==> config.mk <==
export PLATFORM = sky130hd
export DESIGN_NAME = button_gesture_classifier
export DESIGN_NICKNAME = d
export VERILOG_FILES = /design/src/design/bgc_pkg.sv /design/src/design/bgc_cfg.sv /design/src/design/bgc_fsm.sv /design/src/design/button_gesture_classifier.sv
export SDC_FILE = /design/constraint.sdc
export NUM_CORES = 1
export LEC_CHECK = 0
export ABC_AREA = 0
export BUFFER_PORTS_ARGS = -buffer_cell sky130_fd_sc_hd__buf_2
export CAP_MARGIN = 20
export CORE_ASPECT_RATIO = 1.2
export CORE_MARGIN = 2
export CORE_UTILIZATION = 40
export CTS_BUF_LIST = sky130_fd_sc_hd__clkbuf_4 sky130_fd_sc_hd__clkbuf_8
export DETAILED_ROUTE_END_ITERATION = 8
export PLACE_DENSITY = 0.58
export RECOVER_POWER = 100
export SYNTH_ARGS = -nofsm -noshare
export SYNTH_HDL_FRONTEND = slang
export SYNTH_SLANG_ARGS = --single-unit
==> constraint.sdc <==
create_clock -name clk -period 4.4 [get_ports clk]
set_input_delay 0.66 -clock clk [delete_from_list [all_inputs] [get_ports clk]]
set_output_delay 0.66 -clock clk [all_outputs]
set_load 0.02 [all_outputs]
==> src/design/bgc_pkg.sv <==
// shared types and codes of the button gesture classifier
`timescale 1ns / 1ps
package bgc_pkg;

  // event kinds
  localparam logic [1:0] OP_PRESS   = 2'd0;
  localparam logic [1:0] OP_RELEASE = 2'd1;
  localparam logic [1:0] OP_POLL    = 2'd2;

  // gesture codes
  localparam logic [1:0] G_NONE   = 2'd0;
  localparam logic [1:0] G_CLICK  = 2'd1;
  localparam logic [1:0] G_DOUBLE = 2'd2;
  localparam logic [1:0] G_LONG   = 2'd3;

  // configuration register indexes
  localparam logic [1:0] REG_SHORT_LIMIT = 2'd0;
  localparam logic [1:0] REG_LONG_LIMIT  = 2'd1;
  localparam logic [1:0] REG_WINDOW      = 2'd2;

  // configuration reset values
  localparam logic [31:0] SHORT_LIMIT_RESET = 32'd300;
  localparam logic [31:0] LONG_LIMIT_RESET  = 32'd1000;
  localparam logic [31:0] WINDOW_RESET      = 32'd300;

  // thresholds seen by the classifier
  typedef struct packed {
    logic [31:0] short_press_limit;
    logic [31:0] long_press_limit;
    logic [31:0] second_press_window;
  } bgc_cfg_t;

  // one result of the classifier
  typedef struct packed {
    logic [1:0]  gesture;
    logic [15:0] click_total;
    logic [15:0] double_total;
    logic [15:0] long_total;
    logic [2:0]  phase;
  } bgc_result_t;

endpackage

==> src/design/bgc_cfg.sv <==
// configuration registers of the button gesture classifier
`timescale 1ns / 1ps
module bgc_cfg (
  input  logic             clk,
  input  logic             rst,
  input  logic             cfg_write,
  input  logic [1:0]       cfg_index,
  input  logic [31:0]      cfg_data,
  output bgc_pkg::bgc_cfg_t cfg
);
  import bgc_pkg::*;

  // register writes, unknown indexes are dropped
  always_ff @(posedge clk) begin
    if (rst) begin
      cfg.short_press_limit   <= SHORT_LIMIT_RESET;
      cfg.long_press_limit    <= LONG_LIMIT_RESET;
      cfg.second_press_window <= WINDOW_RESET;
    end else if (cfg_write) begin
      case (cfg_index)
        REG_SHORT_LIMIT: cfg.short_press_limit   <= cfg_data;
        REG_LONG_LIMIT:  cfg.long_press_limit    <= cfg_data;
        REG_WINDOW:      cfg.second_press_window <= cfg_data;
        default: ;
      endcase
    end
  end

endmodule

==> src/design/bgc_fsm.sv <==
// gesture state machine, time stamps and gesture counters
`timescale 1ns / 1ps
module bgc_fsm (
  input  logic                 clk,
  input  logic                 rst,
  input  logic                 step,
  input  logic [1:0]           op,
  input  logic [31:0]          now,
  input  bgc_pkg::bgc_cfg_t    cfg,
  output bgc_pkg::bgc_result_t res
);
  import bgc_pkg::*;

  typedef enum logic [2:0] {
    PH_IDLE     = 3'd0,
    PH_HELD     = 3'd1,
    PH_RELEASED = 3'd2,
    PH_SECOND   = 3'd3,
    PH_LONG     = 3'd4
  } phase_t;

  phase_t      state, state_next;
  logic [31:0] press_stamp, press_stamp_next;
  logic [31:0] release_stamp, release_stamp_next;
  logic [15:0] click_count, click_count_next;
  logic [15:0] double_count, double_count_next;
  logic [15:0] long_count, long_count_next;
  logic [1:0]  gesture;
  logic [31:0] held;
  logic [31:0] waited;

  // elapsed times, wrapping
  assign held   = now - press_stamp;
  assign waited = now - release_stamp;

  // transition logic for one event
  always_comb begin
    state_next         = state;
    press_stamp_next   = press_stamp;
    release_stamp_next = release_stamp;
    click_count_next   = click_count;
    double_count_next  = double_count;
    long_count_next    = long_count;
    gesture            = G_NONE;
    case (state)
      PH_HELD: begin
        if (op == OP_RELEASE) begin
          release_stamp_next = now;
          if (held < cfg.short_press_limit) begin
            state_next = PH_RELEASED;
          end else begin
            click_count_next = click_count + 16'd1;
            gesture          = G_CLICK;
            state_next       = PH_IDLE;
          end
        end else if (op == OP_POLL) begin
          if (held > cfg.long_press_limit) begin
            state_next = PH_LONG;
          end
        end
      end
      PH_RELEASED: begin
        if (op == OP_PRESS) begin
          state_next = PH_SECOND;
        end else if (op == OP_POLL) begin
          if (waited > cfg.second_press_window) begin
            click_count_next = click_count + 16'd1;
            gesture          = G_CLICK;
            state_next       = PH_IDLE;
          end
        end
      end
      PH_SECOND: begin
        if (op == OP_RELEASE) begin
          double_count_next = double_count + 16'd1;
          gesture           = G_DOUBLE;
          state_next        = PH_IDLE;
        end
      end
      PH_LONG: begin
        if (op == OP_RELEASE) begin
          long_count_next = long_count + 16'd1;
          gesture         = G_LONG;
          state_next      = PH_IDLE;
        end
      end
      default: begin
        state_next = PH_IDLE;
        if (op == OP_PRESS) begin
          press_stamp_next = now;
          state_next       = PH_HELD;
        end
      end
    endcase
  end

  // result of the event, values after the update
  always_comb begin
    res.gesture      = gesture;
    res.click_total  = click_count_next;
    res.double_total = double_count_next;
    res.long_total   = long_count_next;
    res.phase        = state_next;
  end

  // state update on each processed event
  always_ff @(posedge clk) begin
    if (rst) begin
      state         <= PH_IDLE;
      press_stamp   <= '0;
      release_stamp <= '0;
      click_count   <= '0;
      double_count  <= '0;
      long_count    <= '0;
    end else if (step) begin
      state         <= state_next;
      press_stamp   <= press_stamp_next;
      release_stamp <= release_stamp_next;
      click_count   <= click_count_next;
      double_count  <= double_count_next;
      long_count    <= long_count_next;
    end
  end

  // any recognized gesture returns to idle
  assert property (@(posedge clk) disable iff (rst)
    (step && gesture != G_NONE) |=> (state == PH_IDLE))
    else $error("gesture without return to idle");

  // a click bumps the click counter by one
  assert property (@(posedge clk) disable iff (rst)
    (step && gesture == G_CLICK) |=> (click_count == $past(click_count) + 16'd1))
    else $error("click counter not advanced");

  // double click only ends a second press
  assert property (@(posedge clk) disable iff (rst)
    (step && gesture == G_DOUBLE) |-> (state == PH_SECOND && op == OP_RELEASE))
    else $error("double click outside second press");

  // no event, no change of state
  assert property (@(posedge clk) disable iff (rst)
    !step |=> ($stable(state) && $stable(click_count) && $stable(long_count)))
    else $error("state changed without an event");

endmodule

==> src/design/button_gesture_classifier.sv <==
// top level of the button gesture classifier
//
// usage: events (press, release, poll) enter on the in_valid / in_ready
// channel with their 32-bit time stamp; one result transaction per event
// leaves on the out_valid / out_ready channel with the gesture seen and the
// running click, double click and long press totals plus the new phase.
// thresholds are written through cfg_write / cfg_index / cfg_data while the
// block is idle; index 0 short press limit, 1 long press limit, 2 window.
// path: an event waits in the input register, is classified by the transition
// logic and lands in the result register, where its result can be taken.
// throughput: one event per cycle while out_ready stays high, set by the
// combinational transition logic between the input and result registers.
// stall: while out_ready is low the result register holds; one more event
// waits in the input register, then in_ready drops until the result goes.
// reset: empties both registers, clears the phase (idle), stamps and
// counters, and restores the thresholds to 300, 1000 and 300.
`timescale 1ns / 1ps
module button_gesture_classifier (
  input  logic        clk,
  input  logic        rst,
  input  logic        in_valid,
  output logic        in_ready,
  input  logic [1:0]  operation,
  input  logic [31:0] now,
  output logic        out_valid,
  input  logic        out_ready,
  output logic [1:0]  gesture,
  output logic [15:0] click_total,
  output logic [15:0] double_total,
  output logic [15:0] long_total,
  output logic [2:0]  phase,
  input  logic        cfg_write,
  input  logic [1:0]  cfg_index,
  input  logic [31:0] cfg_data
);
  import bgc_pkg::*;

  bgc_cfg_t    cfg;
  bgc_result_t res;
  logic        pend_valid;
  logic [1:0]  pend_op;
  logic [31:0] pend_now;
  logic        step;

  // a pending event is classified when the result register is free or being taken
  assign step     = pend_valid && (!out_valid || out_ready);
  assign in_ready = !pend_valid || step;

  // input register
  always_ff @(posedge clk) begin
    if (rst) begin
      pend_valid <= 1'b0;
    end else if (in_valid && in_ready) begin
      pend_valid <= 1'b1;
    end else if (step) begin
      pend_valid <= 1'b0;
    end
  end

  always_ff @(posedge clk) begin
    if (in_valid && in_ready) begin
      pend_op  <= operation;
      pend_now <= now;
    end
  end

  // result register
  always_ff @(posedge clk) begin
    if (rst) begin
      out_valid <= 1'b0;
    end else if (step) begin
      out_valid <= 1'b1;
    end else if (out_ready) begin
      out_valid <= 1'b0;
    end
  end

  always_ff @(posedge clk) begin
    if (step) begin
      gesture      <= res.gesture;
      click_total  <= res.click_total;
      double_total <= res.double_total;
      long_total   <= res.long_total;
      phase        <= res.phase;
    end
  end

  bgc_cfg u_cfg (
    .clk       (clk),
    .rst       (rst),
    .cfg_write (cfg_write),
    .cfg_index (cfg_index),
    .cfg_data  (cfg_data),
    .cfg       (cfg)
  );

  bgc_fsm u_fsm (
    .clk  (clk),
    .rst  (rst),
    .step (step),
    .op   (pend_op),
    .now  (pend_now),
    .cfg  (cfg),
    .res  (res)
  );

endmodule

Word level (Yosys, flattened, before mapping)
Cells that the tools add are included.
Storage, ports and cells
  flip-flop bits (word level): 300
  bits in latches: 0
  memory bits (writable): 0
  bits in read-only memories: 0
  input bits: 73
  output and inout bits: 55
  word-level logic and storage cells: 84
  memories: 0
Operators by class
  add/sub/neg operators: 5
  $mul: 0
  divide/modulo/power cells: 0
  $lt $le $gt $ge: 3
  equal/unequal tests: 8
  shifts and indexed selects: 0
  mux-type cells: 32
  bitwise gates (word level): 1
  reduce and logical (&&, ||, !) cells: 17
Operator list (count)
  16-bit two-way mux: 9
  32-bit greater-than comparator: 2
  32-bit subtractor: 2
  16-bit by 1-bit adder with 16-bit output (second input constant): 3
  32-bit < comparator: 1
  16-bit case mux with 2 select lines: 1
  3-bit two-way mux: 7
  2-bit two-way mux: 6
  3-bit case mux with 3 select lines: 1
  2-bit case mux with 4 select lines: 1
  1-bit two-way mux: 7
  3-bit by 2-bit == test with 1-bit output (second input constant): 2
  2-bit AND reduction: 3
  3-bit AND reduction: 2
  2-bit by 1-bit == test with 1-bit output (second input constant): 2
  2-bit == test (second input constant): 2
  2-bit zero test: 2
  2-bit nonzero test: 2
  4-bit OR reduction: 1
  3-bit by 1-bit == test with 1-bit output (second input constant): 1
  3-bit == test (second input constant): 1
  1-bit logical AND: 2
  1-bit zero test: 2
  1-bit logical OR: 2
  other kinds (2): 2

Longest topological paths before layout
Gate-level depths: netlist of the first run.
  word-level depth: 6
  depth in mapped cells: 25
  gate-level depth less buffers: 23

Hierarchy
Synthesis of the first run repeated with hierarchy kept, for this count alone.
Second synthesis, totals
  cell total of the unflattened synthesis: 1887
  area, all modules: 17271.6 µm²
By module, submodules not included
  bgc_fsm: instances 1, cells an instance 1436, area an instance 10714.0 µm², sequential area each 2302.2 µm²
  bgc_cfg: instances 1, cells an instance 354, area an instance 3841.2 µm², sequential area each 1921.8 µm²
  button_gesture_classifier: instances 1, cells an instance 97, area an instance 2716.4 µm², sequential area each 2652.5 µm²

Worst setup path before layout of the first run
No wires, ideal clock.
  path type: flip-flop to flip-flop
  from: register pend_now[0]
  to: register click_total[1] (data pin)
  library setup time: 260 ps
  arrival time: 4603 ps
  data required time: 4140 ps
  setup slack: -464 ps
  cell stages (with the launch flop): 23
  path buffers: 1
  clock period less this slack: 4864 ps
  cell sequence: edfxtp_1 -> inv_1 -> ha_1 -> inv_1 -> fa_1 -> a21o_1 -> a21oi_1 -> o21bai_1 -> o21ai_0 -> a311o_1 -> nand3_1 -> a21o_1 -> mux2i_1 -> a2111oi_0 -> ha_1 -> nand4_1 -> or3_1 -> or2_1 -> o21a_1 -> a32oi_4 -> buf_6 -> nor2_2 -> mux2_4
RTL lines
  start: declaration: line button_gesture_classifier.sv:42  | logic [31:0] pend_now;
  start signal: assignment: line button_gesture_classifier.sv:63  | pend_now <= now;
  end signal: assignment: line button_gesture_classifier.sv:81  | click_total <= res.click_total;
  end: declaration: line button_gesture_classifier.sv:28  | output logic [15:0] click_total,

==> results of run 1 <==
## final cells by class
cell class	instances	area (sq um)
multi-input combinational	1460	9910
inverter	176	661
antenna	2	5.00
clock inverter	27	290
clock buffer	69	862
fill	4105	20600
tap	552	691
timing repair buffer	389	2650
sequential	300	6880
## final timing paths
check / start / cells past startpoint / slack, ns / end
max: pend_now[0] / 25 / -0.81 / click_total[1]
min: now[27] / 1 / 0.20 / pend_now[27]
max reg2reg: pend_now[0] / 25 / -0.81 / click_total[1]
min reg2reg: u_fsm.press_stamp[29] / 2 / 0.45 / u_fsm.press_stamp[29]
## metrics by stage
| step | hold slack (ns) | util | setup slack, ns | area, sq um |
|---|---|---|---|---|
| final | 0.202 | 0.515 | -0.811 | 21900 |
| after global routing | 0.173 | 0.515 | -0.983 | 21900 |
| after CTS | 0.148 | 0.514 | -0.749 | 21900 |
| after detailed placement | 0.447 | 0.467 | -0.910 | 19900 |
| after global placement | 0.441 | 0.466 | -0.827 | 19900 |
| after floorplan | 0.434 | - | -0.290 | 17200 |
## cell usage in the layout, fill, tap and decap left out, types with 9 or more instances in the layout
cell / Yosys / final
ha_1: 160 / 153
clkinv_2: 0 / 11
clkbuf_1: 75 / 62
nand2b_1: 16 / 16
xnor2_1: 54 / 51
dfxtp_1: 213 / 212
nand3_1: 38 / 37
buf_2: 2 / 69
nand4_1: 32 / 32
a21oi_2: 1 / 23
xor2_1: 61 / 59
or3_1: 18 / 17
a21o_1: 67 / 67
or4_4: 0 / 9
and3_1: 20 / 19
edfxtp_1: 87 / 87
buf_4: 1 / 238
nand2_1: 371 / 370
clkbuf_8: 0 / 55
a21oi_1: 252 / 227
o21ai_0: 54 / 42
o21a_1: 13 / 12
o21ai_1: 3 / 11
nor3_1: 35 / 32
inv_1: 176 / 173
a211o_1: 12 / 12
clkbuf_4: 0 / 14
nor2_1: 82 / 81
buf_6: 4 / 12
nor2b_1: 16 / 14
## flip-flops by register name, summed over array words and instances, names as in the netlist, 2 cells and up
name and flops:
gesture 2, double_total 16, pend_op 2, click_total 16, u_fsm.press_stamp 32, u_fsm.long_count 16, u_fsm.state 3, u_cfg.cfg 96
pend_now 32, phase 3, long_total 16, u_fsm.double_count 16, u_fsm.release_stamp 32, u_fsm.click_count 16
## power groups by stage
stage                     registers (mW)  clock network [mW]  logic, mW
after global routing                2.99                3.06       1.53
after detailed placement            3.04                   0       1.26
after floorplan                     3.05                   0      0.723
after CTS                           2.98                2.96       1.36
after global placement              3.03                   0       1.23
final                               2.98                2.87       1.37
## what timing repair did
action / CTS / global route
gates cloned: 5 / 0
endpoints found under the setup margin: 39 / 39
pin swaps: 65 / 67
setup buffers: 46 / 14
resized for setup: 81 / 71
## metal layers
metal	vias up	track usage	wire length [um]
li1	7712	-	-
met1	6967	0.247	20300
met2	257	0.356	22300
met3	84	0.0275	1680
met4	0	0.0692	1390
met5	-	0	0
## critical path: stages, from the launching register on
cell      delay, ns
edfxtp_1       0.40
inv_2          0.10
ha_4           0.14
inv_2          0.03
fa_2           0.32
a21o_1         0.19
a21oi_2        0.17
o21bai_2       0.10
o21ai_2        0.17
a311o_1        0.28
nand3_2        0.13
buf_6          0.15
a21oi_4        0.13
nor3_2         0.06
a311o_1        0.28
ha_1           0.28
nand4_1        0.11
or3_4          0.39
or2_4          0.29
buf_6          0.12
o21a_1         0.19
a32oi_4        0.31
buf_12         0.17
buf_6          0.09
nor2_2         0.03
mux2_4         0.30
## kinds of logic after synthesis
logic type | count (synthesis)
AND/OR/NAND/NOR | 692
AO/OA/AOI/OAI | 484
flip-flops | 300
buffers and inverters | 262
adder cells (fa/ha/maj) | 162
XOR/XNOR | 115
multiplexers | 7
==> impl_metrics.json, run 1 <==
{
  "tns_ns": -24.76,
  "wl_per_cell_um": 15.3,
  "dieArea_sq_mm": 0.0447,
  "gp_congestion": 0.868,
  "drt_first_pass_iters": 7,
  "violations": "max-capacitance violations, max-slew violations, negative setup slack",
  "dp.cells": 2826,
  "synth_compound_area_frac": 0.173,
  "clock-root-buffer": "clkbuf_8",
  "async_flop_share": 0,
  "syn2layout_area_growth_pct": 27.5,
  "power_density_mw_per_mm2": 329,
  "syn_avg_cell_area_sq_um": 8.51,
  "finalCriticalPeriod_ns": 5.21,
  "yosysTopAreaCell": "dfxtp_1",
  "die_y_um": 231,
  "drc": 0,
  "die_w_um": 193,
  "grt_pass1_vias": 14800,
  "via_per_inst": 5.05,
  "power_mw": 7.22,
  "cap_violations": 5,
  "drtIter0Drc": 679,
  "ant_nets": 0,
  "synth.area.top_cells": "dfxtp_1 (25%), edfxtp_1 (15%), ha_1 (12%), nand2_1 (8.1%), a21oi_1 (7.3%)",
  "holdBufCountCts": 0,
  "dp_hpwl_um": 32600,
  "power.switching_mw": 2.01,
  "clk_pin_slew_ns": 0.07,
  "synth_adder_area_share": 0.119,
  "synth_common_cells": "nand2_1 (371), a21oi_1 (252), dfxtp_1 (213), inv_1 (176), ha_1 (160)",
  "swShare": 0.278,
  "grt_usage": 0.200,
  "layoutNonFillerInstCount": 2975,
  "setup_ws_ns": -0.811,
  "synth_seq_cells": 300,
  "synthSimpleGateAreaFrac": 0.186,
  "antenna_found_initial": 1,
  "clockBufferDepth": 3,
  "required_ns": 4.76,
  "via_count": 15000,
  "synth-xor-area-share": 0.0585,
  "fmax_ghz": 0.192,
  "skew_ns": 0.0319,
  "pwr-share-clk": 0.397,
  "worst_setup_path_start_kind": "register",
  "worst-setup-path-type": "reg2reg",
  "grt_pass1_wl_um": 73900,
  "hold_class": "in2reg",
  "syn_area_sq_mm": 0.0172,
  "p_leak_nw": 8.69,
  "ir_drop_v": 0.000259,
  "yosysWarnings": 0,
  "endpoint_kind": "register",
  "placement.io_buffers": 127,
  "synth_edf_count": 87,
  "path_max_fanout": 6,
  "outcome": "finished, violations left",
  "cts_buffers": 51,
  "yosysMostFrequentCell": "nand2_1",
  "worstSkewPairLatency_ns": 0.63,
  "worstMarginPinSlew_ns": 3.28,
  "drive_above_1_share": 0.223,
  "fin_crit_sh": 1.18,
  "post_synth_inst_count": 2022,
  "yosysSeqAreaShare": 0.400,
  "cts_tree": "built",
  "fp-row-count": 83,
  "synth_top_family_by_area": "simple AND/OR/NAND/NOR gates",
  "htreeDepth": 2,
  "p_int_mw": 5.21,
  "wirelength_um": 45600,
  "synthMuxAreaShare": 0.00487,
  "initial_utilization": 0.404,
  "p_comb_frac": 0.190,
  "finalSetupViolCount": 39,
  "slew_headroom": -1.18,
  "yosysTopAreaCellShare": 0.248,
  "rsz0062_at_grt": "true",
  "grt_start_max_net_pins": 138,
  "io_pins": 128,
  "synth_fp_nets": 2257,
  "hold_violations": 0,
  "synthFlopType": "dfxtp_1",
  "grt_overflow_total": 0,
  "cp.arrival_ns": 5.57,
  "drv_slew": 203,
  "ys_types": 80,
  "core_sq_mm": 0.0426,
  "cts_sinks": 300,
  "pwr-share-seq": 0.412,
  "layout.nets": 2613
}
(Power assumes the default switching activity.)
==> run 2, diff against run 1 <==
Settings changed: ABC_AREA 0 to 1, CTS_BUF_LIST sky130_fd_sc_hd__clkbuf_4 sky130_fd_sc_hd__clkbuf_8 to sky130_fd_sc_hd__clkbuf_8.
==> impl_metrics.json, run 2 <==
{
  "wirelength_um": 43000,
  "holdBufCountCts": 0,
  "yosysSeqAreaShare": 0.402,
  "path_max_fanout": 6,
  "power_mw": 7.15,
  "cp_cell_sequence": "ha_1, a21oi_1, nand2_1, a21oi_1, o21ai_1, a21oi_1, o21ai_1, xor2_1, ha_1, a21oi_1, o21a_1, nand2_1, a21oi_1, nand2_1, buf_4, nand2_1, nand2_1, nand3_1, nand3_1",
  "clock-root-buffer": "clkbuf_8",
  "hold_class": "in2reg",
  "ys_types": 52,
  "wl_per_cell_um": 14.9,
  "dieArea_sq_mm": 0.0444,
  "path_buf_inv": 1,
  "via_count": 14400,
  "hold_path_depth": 1,
  "synth_fp_nets": 2373,
  "r2r_slack_ns": 0.27,
  "die_y_um": 230,
  "worstMarginPinSlew_ns": 2.49,
  "worst-setup-path-type": "reg2reg",
  "ir_drop_v": 0.000255,
  "synthFlopType": "dfxtp_1",
  "worst_setup_path_start_kind": "register",
  "syn_area_sq_mm": 0.0171,
  "yosysTopAreaCellShare": 0.250,
  "endpoint_kind": "register",
  "ant_nets": 0,
  "syn2layout_area_growth_pct": 13.7,
  "hold_violations": 0,
  "reg2regPathDepth": 19,
  "r2r_start": "pend_now[2]",
  "finalCriticalPeriod_ns": 4.13,
  "grt_overflow_total": 0,
  "largest-register": "u_cfg.cfg",
  "layout.nets": 2529,
  "hp-start": "now[15]",
  "grt_start_max_net_pins": 146,
  "slew_headroom": -0.663,
  "crit_slowest_cell": "edfxtp_1",
  "htreeDepth": 2,
  "antenna_found_initial": 0,
  "placement.io_buffers": 127,
  "cts_buffers": 50,
  "drt_first_pass_iters": 5,
  "io_pins": 128,
  "syn_avg_cell_area_sq_um": 7.99,
  "grt_usage": 0.195,
  "post_synth_inst_count": 2138,
  "layoutNonFillerInstCount": 2881,
  "drive_above_1_share": 0.100,
  "tns_ns": 0,
  "synth_common_cells": "a21oi_1 (319), inv_1 (317), nand2_1 (303), o21ai_0 (230), dfxtp_1 (213)",
  "p_leak_nw": 8.32,
  "async_flop_share": 0,
  "holdWs_ns": 0.216,
  "yosysMostFrequentCell": "a21oi_1",
  "layout_commonest_cell": "inv_1",
  "violations": "max-capacitance violations, max-slew violations",
  "critPathMaxStageDelay_ns": 0.44,
  "largest_reg_flops": 96,
  "final_cell_area_sq_mm": 0.0194,
  "whs_endpoint": "pend_now[15]",
  "antennaDiodeCount": 0,
  "clk_pin_slew_ns": 0.07,
  "grt_pass1_vias": 13900,
  "yosysTopAreaCell": "dfxtp_1",
  "worstSkewPairLatency_ns": 0.63,
  "clockBufferDepth": 3,
  "drtIter0Drc": 634,
  "dp.cells": 2784,
  "grt_pass1_wl_um": 69600,
  "die_w_um": 193,
  "core_sq_mm": 0.0420,
  "initial_utilization": 0.407,
  "cp.arrival_ns": 4.51,
  "cap_violations": 2,
  "skew_ns": 0.0302,
  "synth_seq_cells": 300,
  "dp_hpwl_um": 32400,
  "path_delay_family": "compound AO/OA/AOI/OAI gates",
  "dpl_cell_area_sq_mm": 0.0185,
  "synth_edf_count": 87,
  "fmax_ghz": 0.242,
  "cts_sinks": 300,
  "drv_slew": 181,
  "synth.area.top_cells": "dfxtp_1 (25%), edfxtp_1 (15%), ha_1 (12%), a21oi_1 (9.3%), inv_1 (7.0%)",
  "via_per_inst": 5.01,
  "cts_tree": "built",
  "yosysWarnings": 0,
  "fp-row-count": 82,
  "nFillCells": 4179,
  "finalSetupViolCount": 0,
  "outcome": "finished, violations left",
  "most-common-layout-cells": "inv_1 (324), a21oi_1 (315), nand2_1 (300)",
  "gp_congestion": 0.881,
  "drc": 0,
  "fin_crit_sh": 0.938,
  "power_density_mw_per_mm2": 368,
  "r2r-end": "click_total[8]",
  "required_ns": 4.78
}
## run 2: worst reg2reg max path, stage by stage (launching register included)
cell and delay (ns):
edfxtp_1 0.44, ha_1 0.38, a21oi_1 0.18, nand2_1 0.10, a21oi_1 0.31, o21ai_1 0.21, a21oi_1 0.28, o21ai_1 0.17
xor2_1 0.32, ha_1 0.32, a21oi_1 0.19, o21a_1 0.13, nand2_1 0.05, a21oi_1 0.13, nand2_1 0.12, buf_4 0.18
nand2_1 0.13, nand2_1 0.07, nand3_1 0.09, nand3_1 0.08
## run 2: worst max-delay path by stage
| stage | startpoint | end | slack [ns] | depth (start not counted) |
|---|---|---|---|---|
| after floorplan | pend_now[0] | click_total[3] | 0.65 | 24 |
| after global placement | pend_now[0] | click_total[13] | 0.25 | 27 |
| after detailed placement | pend_now[0] | click_total[14] | 0.18 | 27 |
| after CTS | pend_now[0] | click_total[14] | 0.20 | 27 |
| after global routing | pend_now[0] | u_fsm.click_count[8] | -0.04 | 29 |
| final | pend_now[2] | click_total[8] | 0.27 | 19 |
## run 2: cell families (layout without fill, tap and decap cells)
kind of cell	Yosys count	in the layout	share of synthesized area
AOI/OAI and AO/OA	617	617	0.189
and+or+nand+nor	570	570	0.153
DFF	300	300	0.402
xor gates and xnor gates	93	93	0.0481
adders and majority gates	162	162	0.119
buffers and inverters	396	593	0.0880
## run 2: through the flow
step	util	setup WS, ns
after CTS	0.465	0.197
final	0.463	0.271
after floorplan	-	0.652
after detailed placement	0.440	0.179
after global routing	0.463	-0.0414
after global placement	0.440	0.252
## run 2: routing by layer
layer / GRT usage / routed length [um]
met5: 0 / 0
met4: 0.0835 / 1700
met3: 0.0348 / 2030
met2: 0.321 / 19800
met1: 0.250 / 19500
## run 2: timing repair
action / in CTS / in global routing
gates resized for setup: 0 / 18
setup endpoints to repair: 0 / 35
buffers inserted: 0 / 3
## run 2: cell type report
type	instances	area [sq um]	area share
inverters	327	1230	0.0635
clock buffers	58	798	0.0411
clock inverters	35	259	0.0133
well taps	546	683	0.0352
multi-input cells	1442	8670	0.446
repair buffers	173	907	0.0467
flip-flops and latches	300	6880	0.354
## run 2: where the power goes
group,switching [mW],total [mW],internal (mW)
logic,0.911,1.45,0.535
clock network,1.18,2.62,1.44
registers,0.0817,3.08,3.00
==> run 3, diff against run 2 <==
Settings changed: SETUP_SLACK_MARGIN set to 0.3.
==> impl_metrics.json, run 3 (same netlist as run 2, synthesis figures left out) <==
{
  "ir_drop_v": 0.000256,
  "dieArea_sq_mm": 0.0444,
  "path_max_fanout": 6,
  "worst_setup_path_start_kind": "register",
  "clockBufferDepth": 3,
  "syn2layout_area_growth_pct": 17.3,
  "r2r-end": "phase[1]",
  "final_cell_area_sq_mm": 0.0200,
  "hold_violations": 0,
  "r2r_slack_ns": 0.38,
  "antennaDiodeCount": 0,
  "grt_start_max_net_pins": 146,
  "hold_class": "in2reg",
  "dp_hpwl_um": 32400,
  "path_buf_inv": 6,
  "required_ns": 4.77,
  "grt_overflow_total": 0,
  "wl_per_cell_um": 15.2,
  "reg2regPathDepth": 27,
  "grt_pass1_wl_um": 69700,
  "cts_tree": "built",
  "worstMarginPinSlew_ns": 2.45,
  "die_w_um": 193,
  "worst-setup-path-type": "reg2reg",
  "endpoint_kind": "register",
  "p_leak_nw": 8.47,
  "finalSetupViolCount": 0,
  "layout.nets": 2543,
  "crit_top_cell": "nand2_1",
  "largest_reg_flops": 96,
  "tns_ns": 0,
  "most-common-layout-cells": "inv_1 (322), a21oi_1 (299), nand2_1 (282)",
  "grt_pass1_vias": 13900,
  "wirelength_um": 43900,
  "die_y_um": 230,
  "hold_path_depth": 1,
  "violations": "max-capacitance violations, max-slew violations",
  "via_count": 14500,
  "rsz0062_at_grt": "true",
  "grt_usage": 0.196,
  "antenna_found_initial": 0,
  "drv_slew": 229,
  "clk_pin_slew_ns": 0.06,
  "skew_ns": 0.0311,
  "worstSkewPairLatency_ns": 0.63,
  "r2r_start": "pend_now[0]",
  "ant_nets": 0,
  "outcome": "finished, violations left",
  "cts_sinks": 300,
  "slew_headroom": -0.636,
  "htreeDepth": 2,
  "placement.io_buffers": 127,
  "whs_endpoint": "pend_now[15]",
  "fmax_ghz": 0.249,
  "clock-root-buffer": "clkbuf_8",
  "cp.arrival_ns": 4.40,
  "finalCriticalPeriod_ns": 4.02,
  "holdBufCountCts": 0,
  "power_density_mw_per_mm2": 362,
  "fin_crit_sh": 0.914,
  "final_util": 0.478,
  "initial_utilization": 0.407,
  "core_sq_mm": 0.0420,
  "cap_violations": 4,
  "fp-row-count": 82,
  "drive_above_1_share": 0.141,
  "largest-register": "u_cfg.cfg",
  "drtIter0Drc": 634,
  "cts_buffers": 50,
  "drt_first_pass_iters": 8,
  "layout_commonest_cell": "inv_1",
  "dpl_cell_area_sq_mm": 0.0185,
  "io_pins": 128,
  "hp-start": "now[15]",
  "drc": 0,
  "crit_slowest_cell": "edfxtp_1",
  "nFillCells": 4122,
  "power_mw": 7.25,
  "via_per_inst": 5.01,
  "path_delay_family": "simple AND/OR/NAND/NOR gates",
  "critPathMaxStageDelay_ns": 0.40,
  "gp_congestion": 0.881
}
-- run 3: cell count changes in the layout (fill, tap and decap cells not counted), sizes merged --
cell    before  now
buf        109  122
clkbuf     122  123
-- run 3: area by class of cell --
type,count,area [sq um],share of cell area
Multi-Input combinational cell,1442,9150,0.457
Sequential cell,300,6880,0.343
Inverter,327,1230,0.0616
Timing Repair Buffer,187,1040,0.0518
Clock buffer,58,798,0.0398
Tap cell,546,683,0.0341
Clock inverter,35,259,0.0129
-- run 3: metrics by stage --
stage | instances | hold WS, ns | worst slack [ns]
after floorplan | 2138 | 0.427 | 0.652
after global placement | 2784 | 0.446 | 0.252
after detailed placement | 2784 | 0.451 | 0.179
after CTS | 2878 | 0.154 | 0.303
after global routing | 2895 | 0.165 | 0.135
final | 2895 | 0.215 | 0.377
-- run 3: worst max path at each step --
stage	from	end	cells after the start
2_1_floorplan	pend_now[0]	click_total[3]	24
3_3_place_gp	pend_now[0]	click_total[13]	27
3_5_place_dp	pend_now[0]	click_total[14]	27
4_1_cts	pend_now[0]	click_total[10]	28
5_1_grt	pend_now[0]	u_fsm.click_count[11]	28
6_report	pend_now[0]	phase[1]	27
-- run 3: what timing repair did --
item                       CTS  global route
setup endpoints to repair   31            39
buffers inserted             1            16
pin swaps                    1            50
resized for setup            9           133
-- run 3: per-layer routing --
metal  track usage  wire, um  share of wire  vias to the layer above
li1              -         -              -                     7535
met1         0.251     19700           0.45                     6582
met2         0.322     20500           0.47                      303
met3        0.0348      2080          0.047                       98
met4        0.0830      1670          0.038                        0
met5             0         0              0                        -
-- run 3: power by group --
part / switching (mW) / internal (mW)
combinational: 0.957 / 0.588
sequential: 0.0845 / 3.00
clock: 1.18 / 1.44
-- run 3: worst reg2reg max path, cell delays in order (launching register included) --
cell and delay [ns]:
edfxtp_1 0.40, inv_2 0.13, ha_4 0.15, inv_4 0.04, fa_2 0.36, nand3_2 0.08, nand3_2 0.07, a21oi_1 0.16
buf_4 0.15, o21bai_1 0.09, a21oi_1 0.26, o21bai_2 0.14, nand2_1 0.09, nand2_1 0.05, nand2_1 0.05, nand2_1 0.07
ha_1 0.27, nand4_1 0.13, nor3_2 0.20, buf_4 0.14, and3_1 0.15, nand2_2 0.07, nand2_4 0.09, buf_6 0.13
buf_6 0.10, a21oi_2 0.04, nand2_1 0.11, nand2_1 0.06
